## src/tdl_pkg.sv

```systemverilog
// Shared types and constants for the three-phase duty limiter.
`default_nettype none

package tdl_pkg;

  localparam int DUTY_W               = 16;
  localparam int PHASES               = 3;
  localparam int SCALE_FRAC_BITS_DEF  = 15;
  localparam logic [DUTY_W-1:0] CEILING_RESET = 16'd7000;

  typedef enum logic [1:0] {
    ACT_PASS  = 2'd0,
    ACT_SHIFT = 2'd1,
    ACT_SCALE = 2'd2
  } tdl_action_e;

  // One duty triple on its way down the pipeline
  typedef struct packed {
    logic [PHASES-1:0][DUTY_W-1:0] duty;
    logic [DUTY_W-1:0]             hi;
    logic [DUTY_W-1:0]             excess;
    tdl_action_e                   action;
  } tdl_item_t;

endpackage

`default_nettype wire

```

## src/tdl_div_step.sv

```systemverilog
// One restoring-division step of the scale-factor pipeline (one quotient bit).
`default_nettype none

module tdl_div_step import tdl_pkg::*; #(
  parameter int SCALE_FRAC_BITS = SCALE_FRAC_BITS_DEF
) (
  input  wire logic                       clk_i,
  input  wire logic                       en_i,
  input  wire tdl_item_t                  item_i,
  input  wire logic [DUTY_W-1:0]          rem_i,
  input  wire logic [SCALE_FRAC_BITS-1:0] quot_i,
  output      tdl_item_t                  item_o,
  output      logic [DUTY_W-1:0]          rem_o,
  output      logic [SCALE_FRAC_BITS-1:0] quot_o
);

  tdl_item_t                  item_q;
  logic [DUTY_W-1:0]          rem_q, rem_d;
  logic [SCALE_FRAC_BITS-1:0] quot_q, quot_d;
  logic [DUTY_W:0]            trial;
  logic [DUTY_W:0]            diff;
  logic                       take;

  always_comb begin
    trial  = {rem_i, 1'b0};
    diff   = trial - {1'b0, item_i.hi};
    take   = (trial >= {1'b0, item_i.hi});
    // remainder stays below the divisor, so it fits back in DUTY_W bits
    rem_d  = take ? diff[DUTY_W-1:0] : trial[DUTY_W-1:0];
    quot_d = {quot_i[SCALE_FRAC_BITS-2:0], take};
  end

  always_ff @(posedge clk_i) begin
    if (en_i) begin
      item_q <= item_i;
      rem_q  <= rem_d;
      quot_q <= quot_d;
    end
  end

  assign item_o = item_q;
  assign rem_o  = rem_q;
  assign quot_o = quot_q;

endmodule

`default_nettype wire

```

## src/tdl_lane.sv

```systemverilog
// Per-phase lane: applies pass, common-mode shift or proportional scaling.
`default_nettype none

module tdl_lane import tdl_pkg::*; #(
  parameter int SCALE_FRAC_BITS = SCALE_FRAC_BITS_DEF
) (
  input  wire logic                       clk_i,
  input  wire logic                       en_i,
  input  wire logic [DUTY_W-1:0]          duty_i,
  input  wire logic [DUTY_W-1:0]          excess_i,
  input  wire logic [SCALE_FRAC_BITS-1:0] factor_i,
  input  wire tdl_action_e                action_i,
  output      logic [DUTY_W-1:0]          duty_o
);

  logic [DUTY_W+SCALE_FRAC_BITS-1:0] prod;
  logic [DUTY_W-1:0]                 duty_q, duty_d;

  always_comb begin
    prod = {{SCALE_FRAC_BITS{1'b0}}, duty_i} * {{DUTY_W{1'b0}}, factor_i};
    case (action_i)
      ACT_PASS:  duty_d = duty_i;
      ACT_SHIFT: duty_d = duty_i - excess_i;
      ACT_SCALE: duty_d = prod[DUTY_W+SCALE_FRAC_BITS-1:SCALE_FRAC_BITS];
      default:   duty_d = duty_i;
    endcase
  end

  always_ff @(posedge clk_i) begin
    if (en_i) begin
      duty_q <= duty_d;
    end
  end

  assign duty_o = duty_q;

endmodule

`default_nettype wire

```

## src/three_phase_duty_limiter.sv

```systemverilog
// Top level of the three-phase duty limiter.
//
// Usage:
//   s_axis carries one duty triple per transfer (phase A in the low 16 bits).
//   m_axis returns the limited triple in the same layout, with the action
//   taken (pass, common-mode shift, proportional scaling) on tuser.
//   cfg_* writes the duty ceiling; it is always ready and must only be
//   written while no triple is in flight.
//   Throughput: one triple per cycle while the receiver does not stall. A
//   triple passes the input stage, the max/min stage, the scale-factor
//   divider, which resolves one quotient bit per pipeline stage, and the lane stage.
//   Each stage holds its own valid bit, so bubbles close up: while the
//   receiver stalls, new triples are still taken until every stage is full,
//   and the result in the output stage holds steady until transferred.
//   Reset clears all valid bits and loads the ceiling with 7000.
`default_nettype none

module three_phase_duty_limiter import tdl_pkg::*; #(
  parameter int SCALE_FRAC_BITS = SCALE_FRAC_BITS_DEF
) (
  input  wire logic                  clk_i,
  input  wire logic                  rst_ni,
  // fields from bit 0: duty_in_a[15:0], duty_in_b[31:16], duty_in_c[47:32]
  input  wire logic [47:0]           s_axis_tdata_i,
  input  wire logic                  s_axis_tvalid_i,
  output      logic                  s_axis_tready_o,
  // fields from bit 0: duty_out_a[15:0], duty_out_b[31:16], duty_out_c[47:32]
  output      logic [47:0]           m_axis_tdata_o,
  // fields from bit 0: limit_action[1:0]
  output      logic [1:0]            m_axis_tuser_o,
  output      logic                  m_axis_tvalid_o,
  input  wire logic                  m_axis_tready_i,
  input  wire logic                  cfg_valid_i,
  output      logic                  cfg_ready_o,
  input  wire logic [DUTY_W-1:0]     cfg_data_i
);

  // input, max/min, divider steps, lanes
  localparam int NSTAGE = SCALE_FRAC_BITS + 3;
  localparam int LANE_S = SCALE_FRAC_BITS + 2;

  logic [DUTY_W-1:0] ceil_q;
  logic [NSTAGE-1:0] vld_q, vld_d;
  logic [NSTAGE:0]   ready;

  // ceiling register
  always_ff @(posedge clk_i or negedge rst_ni) begin
    if (!rst_ni) begin
      ceil_q <= CEILING_RESET;
    end else if (cfg_valid_i) begin
      ceil_q <= cfg_data_i;
    end
  end
  assign cfg_ready_o = 1'b1;

  // valid chain: a stage loads when it is empty or its successor moves
  assign ready[NSTAGE] = m_axis_tready_i;
  for (genvar k = 0; k < NSTAGE; k++) begin : g_rdy
    assign ready[k] = !vld_q[k] || ready[k+1];
  end
  assign vld_d = {vld_q[NSTAGE-2:0], s_axis_tvalid_i};

  always_ff @(posedge clk_i or negedge rst_ni) begin
    if (!rst_ni) begin
      vld_q <= '0;
    end else begin
      for (int k = 0; k < NSTAGE; k++) begin
        if (ready[k]) begin
          vld_q[k] <= vld_d[k];
        end
      end
    end
  end
  assign s_axis_tready_o = ready[0];

  // stage 0: input register
  logic [PHASES-1:0][DUTY_W-1:0] in_duty_q;
  always_ff @(posedge clk_i) begin
    if (ready[0]) begin
      in_duty_q <= s_axis_tdata_i;
    end
  end

  // stage 1: largest and smallest duty
  logic [DUTY_W-1:0] mx_ab, mn_ab, hi_d, lo_d;
  logic [DUTY_W-1:0] hi_q, lo_q;
  logic [PHASES-1:0][DUTY_W-1:0] mm_duty_q;

  always_comb begin
    mx_ab = (in_duty_q[0] > in_duty_q[1]) ? in_duty_q[0] : in_duty_q[1];
    mn_ab = (in_duty_q[0] < in_duty_q[1]) ? in_duty_q[0] : in_duty_q[1];
    hi_d  = (in_duty_q[2] > mx_ab) ? in_duty_q[2] : mx_ab;
    lo_d  = (in_duty_q[2] < mn_ab) ? in_duty_q[2] : mn_ab;
  end

  always_ff @(posedge clk_i) begin
    if (ready[1]) begin
      hi_q      <= hi_d;
      lo_q      <= lo_d;
      mm_duty_q <= in_duty_q;
    end
  end

  // action decision, fed into the first divider step
  tdl_item_t                  item_s [SCALE_FRAC_BITS+1];
  logic [DUTY_W-1:0]          rem_s  [SCALE_FRAC_BITS+1];
  logic [SCALE_FRAC_BITS-1:0] quot_s [SCALE_FRAC_BITS+1];
  logic [DUTY_W-1:0]          excess;

  always_comb begin
    excess           = hi_q - ceil_q;
    item_s[0].duty   = mm_duty_q;
    item_s[0].hi     = hi_q;
    item_s[0].excess = excess;
    if (hi_q <= ceil_q) begin
      item_s[0].action = ACT_PASS;
    end else if (lo_q >= excess) begin
      item_s[0].action = ACT_SHIFT;
    end else begin
      item_s[0].action = ACT_SCALE;
    end
    // dividend is ceiling << SCALE_FRAC_BITS; the quotient bits come out MSB first
    rem_s[0]  = ceil_q;
    quot_s[0] = '0;
  end

  for (genvar j = 0; j < SCALE_FRAC_BITS; j++) begin : g_div
    tdl_div_step #(
      .SCALE_FRAC_BITS(SCALE_FRAC_BITS)
    ) u_step (
      .clk_i  (clk_i),
      .en_i   (ready[j+2]),
      .item_i (item_s[j]),
      .rem_i  (rem_s[j]),
      .quot_i (quot_s[j]),
      .item_o (item_s[j+1]),
      .rem_o  (rem_s[j+1]),
      .quot_o (quot_s[j+1])
    );
  end

  // lanes, one per phase, form the output stage
  logic [PHASES-1:0][DUTY_W-1:0] lane_duty;
  tdl_action_e                   act_q;

  for (genvar p = 0; p < PHASES; p++) begin : g_lane
    tdl_lane #(
      .SCALE_FRAC_BITS(SCALE_FRAC_BITS)
    ) u_lane (
      .clk_i    (clk_i),
      .en_i     (ready[LANE_S]),
      .duty_i   (item_s[SCALE_FRAC_BITS].duty[p]),
      .excess_i (item_s[SCALE_FRAC_BITS].excess),
      .factor_i (quot_s[SCALE_FRAC_BITS]),
      .action_i (item_s[SCALE_FRAC_BITS].action),
      .duty_o   (lane_duty[p])
    );
  end

  always_ff @(posedge clk_i) begin
    if (ready[LANE_S]) begin
      act_q <= item_s[SCALE_FRAC_BITS].action;
    end
  end

  // merge lane results into the output transfer
  assign m_axis_tdata_o  = lane_duty;
  assign m_axis_tuser_o  = act_q;
  assign m_axis_tvalid_o = vld_q[LANE_S];

endmodule

`default_nettype wire

```

## config.mk

```make
export PLATFORM = sky130hd
export DESIGN_NAME = three_phase_duty_limiter
export DESIGN_NICKNAME = d
export VERILOG_FILES = /design/src/tdl_pkg.sv /design/src/tdl_div_step.sv /design/src/tdl_lane.sv /design/src/three_phase_duty_limiter.sv
export SDC_FILE = /design/constraint.sdc
export NUM_CORES = 2
export LEC_CHECK = 0
export BUFFER_PORTS_ARGS = -buffer_cell sky130_fd_sc_hd__buf_2
export CAP_MARGIN = 25
export CORE_MARGIN = 1
export CORE_UTILIZATION = 60
export CTS_CLUSTER_SIZE = 16
export DETAILED_ROUTE_END_ITERATION = 12
export GPL_TIMING_DRIVEN = 0
export PLACE_DENSITY = 0.79
export SYNTH_ARGS = -nofsm -noshare
export SYNTH_HDL_FRONTEND = slang
export SYNTH_HIERARCHICAL = 1
export SYNTH_SLANG_ARGS = --single-unit
```

## constraint.sdc

```tcl
create_clock -name clk_i -period 11.65 [get_ports clk_i]
set_clock_uncertainty 0.2 [all_clocks]
set_input_delay 1.7475 -clock clk_i [delete_from_list [all_inputs] [get_ports clk_i]]
set_output_delay 1.7475 -clock clk_i [all_outputs]
set_load 0.1 [all_outputs]
```

==> flow_summary.toml <==
[run_status]
status = "complete, no violations"

[worst_hold_path]
min-delay-start = "g_div[11].u_step/item_o[40]"
hold_depth = 0
hold_class = "reg -> reg"
worstHoldEndpoint = "g_div[12].u_step/item_o[40]"

[grt]
track_usage_pct = 26.8
grt_overflow = 0
grt_pass1_vias = 61000
grt_pass1_wl_mm = 344
grt_max_degree = 70
antenna_found_initial = 5

[finish]
drive_above_1_share_pct = 10.0
final_common_cell = "edfxtp_1"
area_growth_pct = 10.3
nets = 9151
final_util_pct = 66.7
final_cell_mix = "edfxtp_1 (1,736), inv_1 (1,094), ha_1 (646)"

[routing]
first_pass_iters = 8
ant_nets = 0
drt_iter0_markers = 5066
viasPerCell = 5.81
drt-total-wl_mm = 222
wl_per_cell_um = 21.8
vias = 59300
drc = 0

[cts]
cts.sinks = 1770
path_clk_slew_ns = 0.06
root_buffer = "clkbuf_16"
cts-hold-fix-buffers = 0
clockBufferDepth = 3
ctsResizeCount = 0
cts_tree = "built"
htree_levels = 4
worstSkewPairLatency_ns = 0.82
postCtsSetupBuffers = 0
cts-buffers-inserted = 171

[yosys]
syn_avg_cell_area_um2 = 13.1
syn_area_mm2 = 0.0986
yosys_warnings = 6
syn_inst = 7549
syn-num-nets = 8819

[placement]
post-place-ws_ns = 2.51
gp_congestion = 0.947
hpwl_mm = 157
io_buffer_count = 120

[floorplanning]
fp.coreArea_mm2 = 0.163
die_y_um = 407
initial_core_util_pct = 60.5
ios = 122
dieArea_mm2 = 0.166
fp.dieW_um = 407
rows = 148

[sta]
rsz0062_at_grt = "false"
drv_slew = 0
fin_crit_sh_pct = 79.1
tightest_slew_ns = 1.08
finalSetupViolations = 0
post-route-min-period_ns = 9.22
final_hold_viol_count = 0
max_freq_mhz = 108
fin_ws_ns = 2.43
relSlewSlack_pct = 28.0
hold_slack_ns = 0.165

[worst_setup_path]
reg2regPathDepth = 22
rr_startpoint = "g_div[14].u_step/quot_o[8]"
worstPathRequired_ns = 9.70
setup.worst_path.start_class = "input pin"
rrSetupSlack_ns = 3.51
worst-setup-path-type = "in -> out"
cp-end-kind = "output port"
cp.arrival_ns = 7.27
r2r_end = "g_lane[1].u_lane/duty_o[15]"
cp_max_fo = 59

[job]
drv_cap = 0
-- worst max path at each step --
stage                     slack (ns)              end            start
after global routing            2.11  s_axis_tready_o  m_axis_tready_i
after floorplan                 0.22  s_axis_tready_o  m_axis_tready_i
after global placement         -3.25  s_axis_tready_o  m_axis_tready_i
after CTS                       2.33  s_axis_tready_o  m_axis_tready_i
final                           2.43  s_axis_tready_o  m_axis_tready_i
after detailed placement        2.51  s_axis_tready_o  m_axis_tready_i
-- flip-flops by register name (all words and copies together), names as in the netlist --
| signal | cells |
|---|---|
| vld_q | 18 |
| m_axis_tuser_o | 2 |
| g_div.u_step/item_o | 1214 |
| hi_q | 16 |
| in_duty_q | 48 |
| g_div.u_step/quot_o | 120 |
| g_lane.u_lane/duty_o | 48 |
| lo_q | 16 |
| ceil_q | 16 |
| g_div.u_step/rem_o | 224 |
| item_s | 48 |
-- worst max-delay path, stage by stage --
cell and delay, ns:
buf_2 0.17, and3b_1 0.52, nand2_4 0.56, buf_16 0.42, nor2_1 0.55, inv_4 0.48, buf_16 0.36, nor3_1 0.59
and4_1 0.46, and3_1 0.44, nand3_2 0.31, buf_12 0.28, buf_2 0.32
-- cell type report --
cell class                      count  area (um^2)
Fill cell                       11200        54200
Sequential cell                  1770        53000
Multi-Input combinational cell   4524        40500
Clock buffer                      204         4450
Inverter                         1101         4150
Tap cell                         2175         2720
Timing Repair Buffer              159         1510
Clock inverter                    115         1360
Buffer                            154         1000
Antenna cell                        2         5.00
-- stage by stage --
| stage | cell area, um^2 | instances | TNS, ns |
|---|---|---|---|
| 2_1_floorplan | 98600 | 7549 | 0 |
| 5_1_grt | 109000 | 10200 | 0 |
| 6_report | 109000 | 10200 | 0 |
| 3_5_place_dp | 103000 | 9882 | 0 |
| 3_3_place_gp | 102000 | 9844 | -2331.47 |
| 4_1_cts | 109000 | 10200 | 0 |
-- per-layer routing --
layer  vias to the layer above  share of wire (%)  track usage (%)
met3                       558                7.0             4.49
met1                     29300                 39             33.8
li1                      27100                  -                -
met5                         -             0.0040                0
met4                         2                4.5             11.7
met2                      2392                 49             45.7
Power is not shown: default switching activity piles up to over one toggle a cycle in this logic, so the estimate is an artifact.
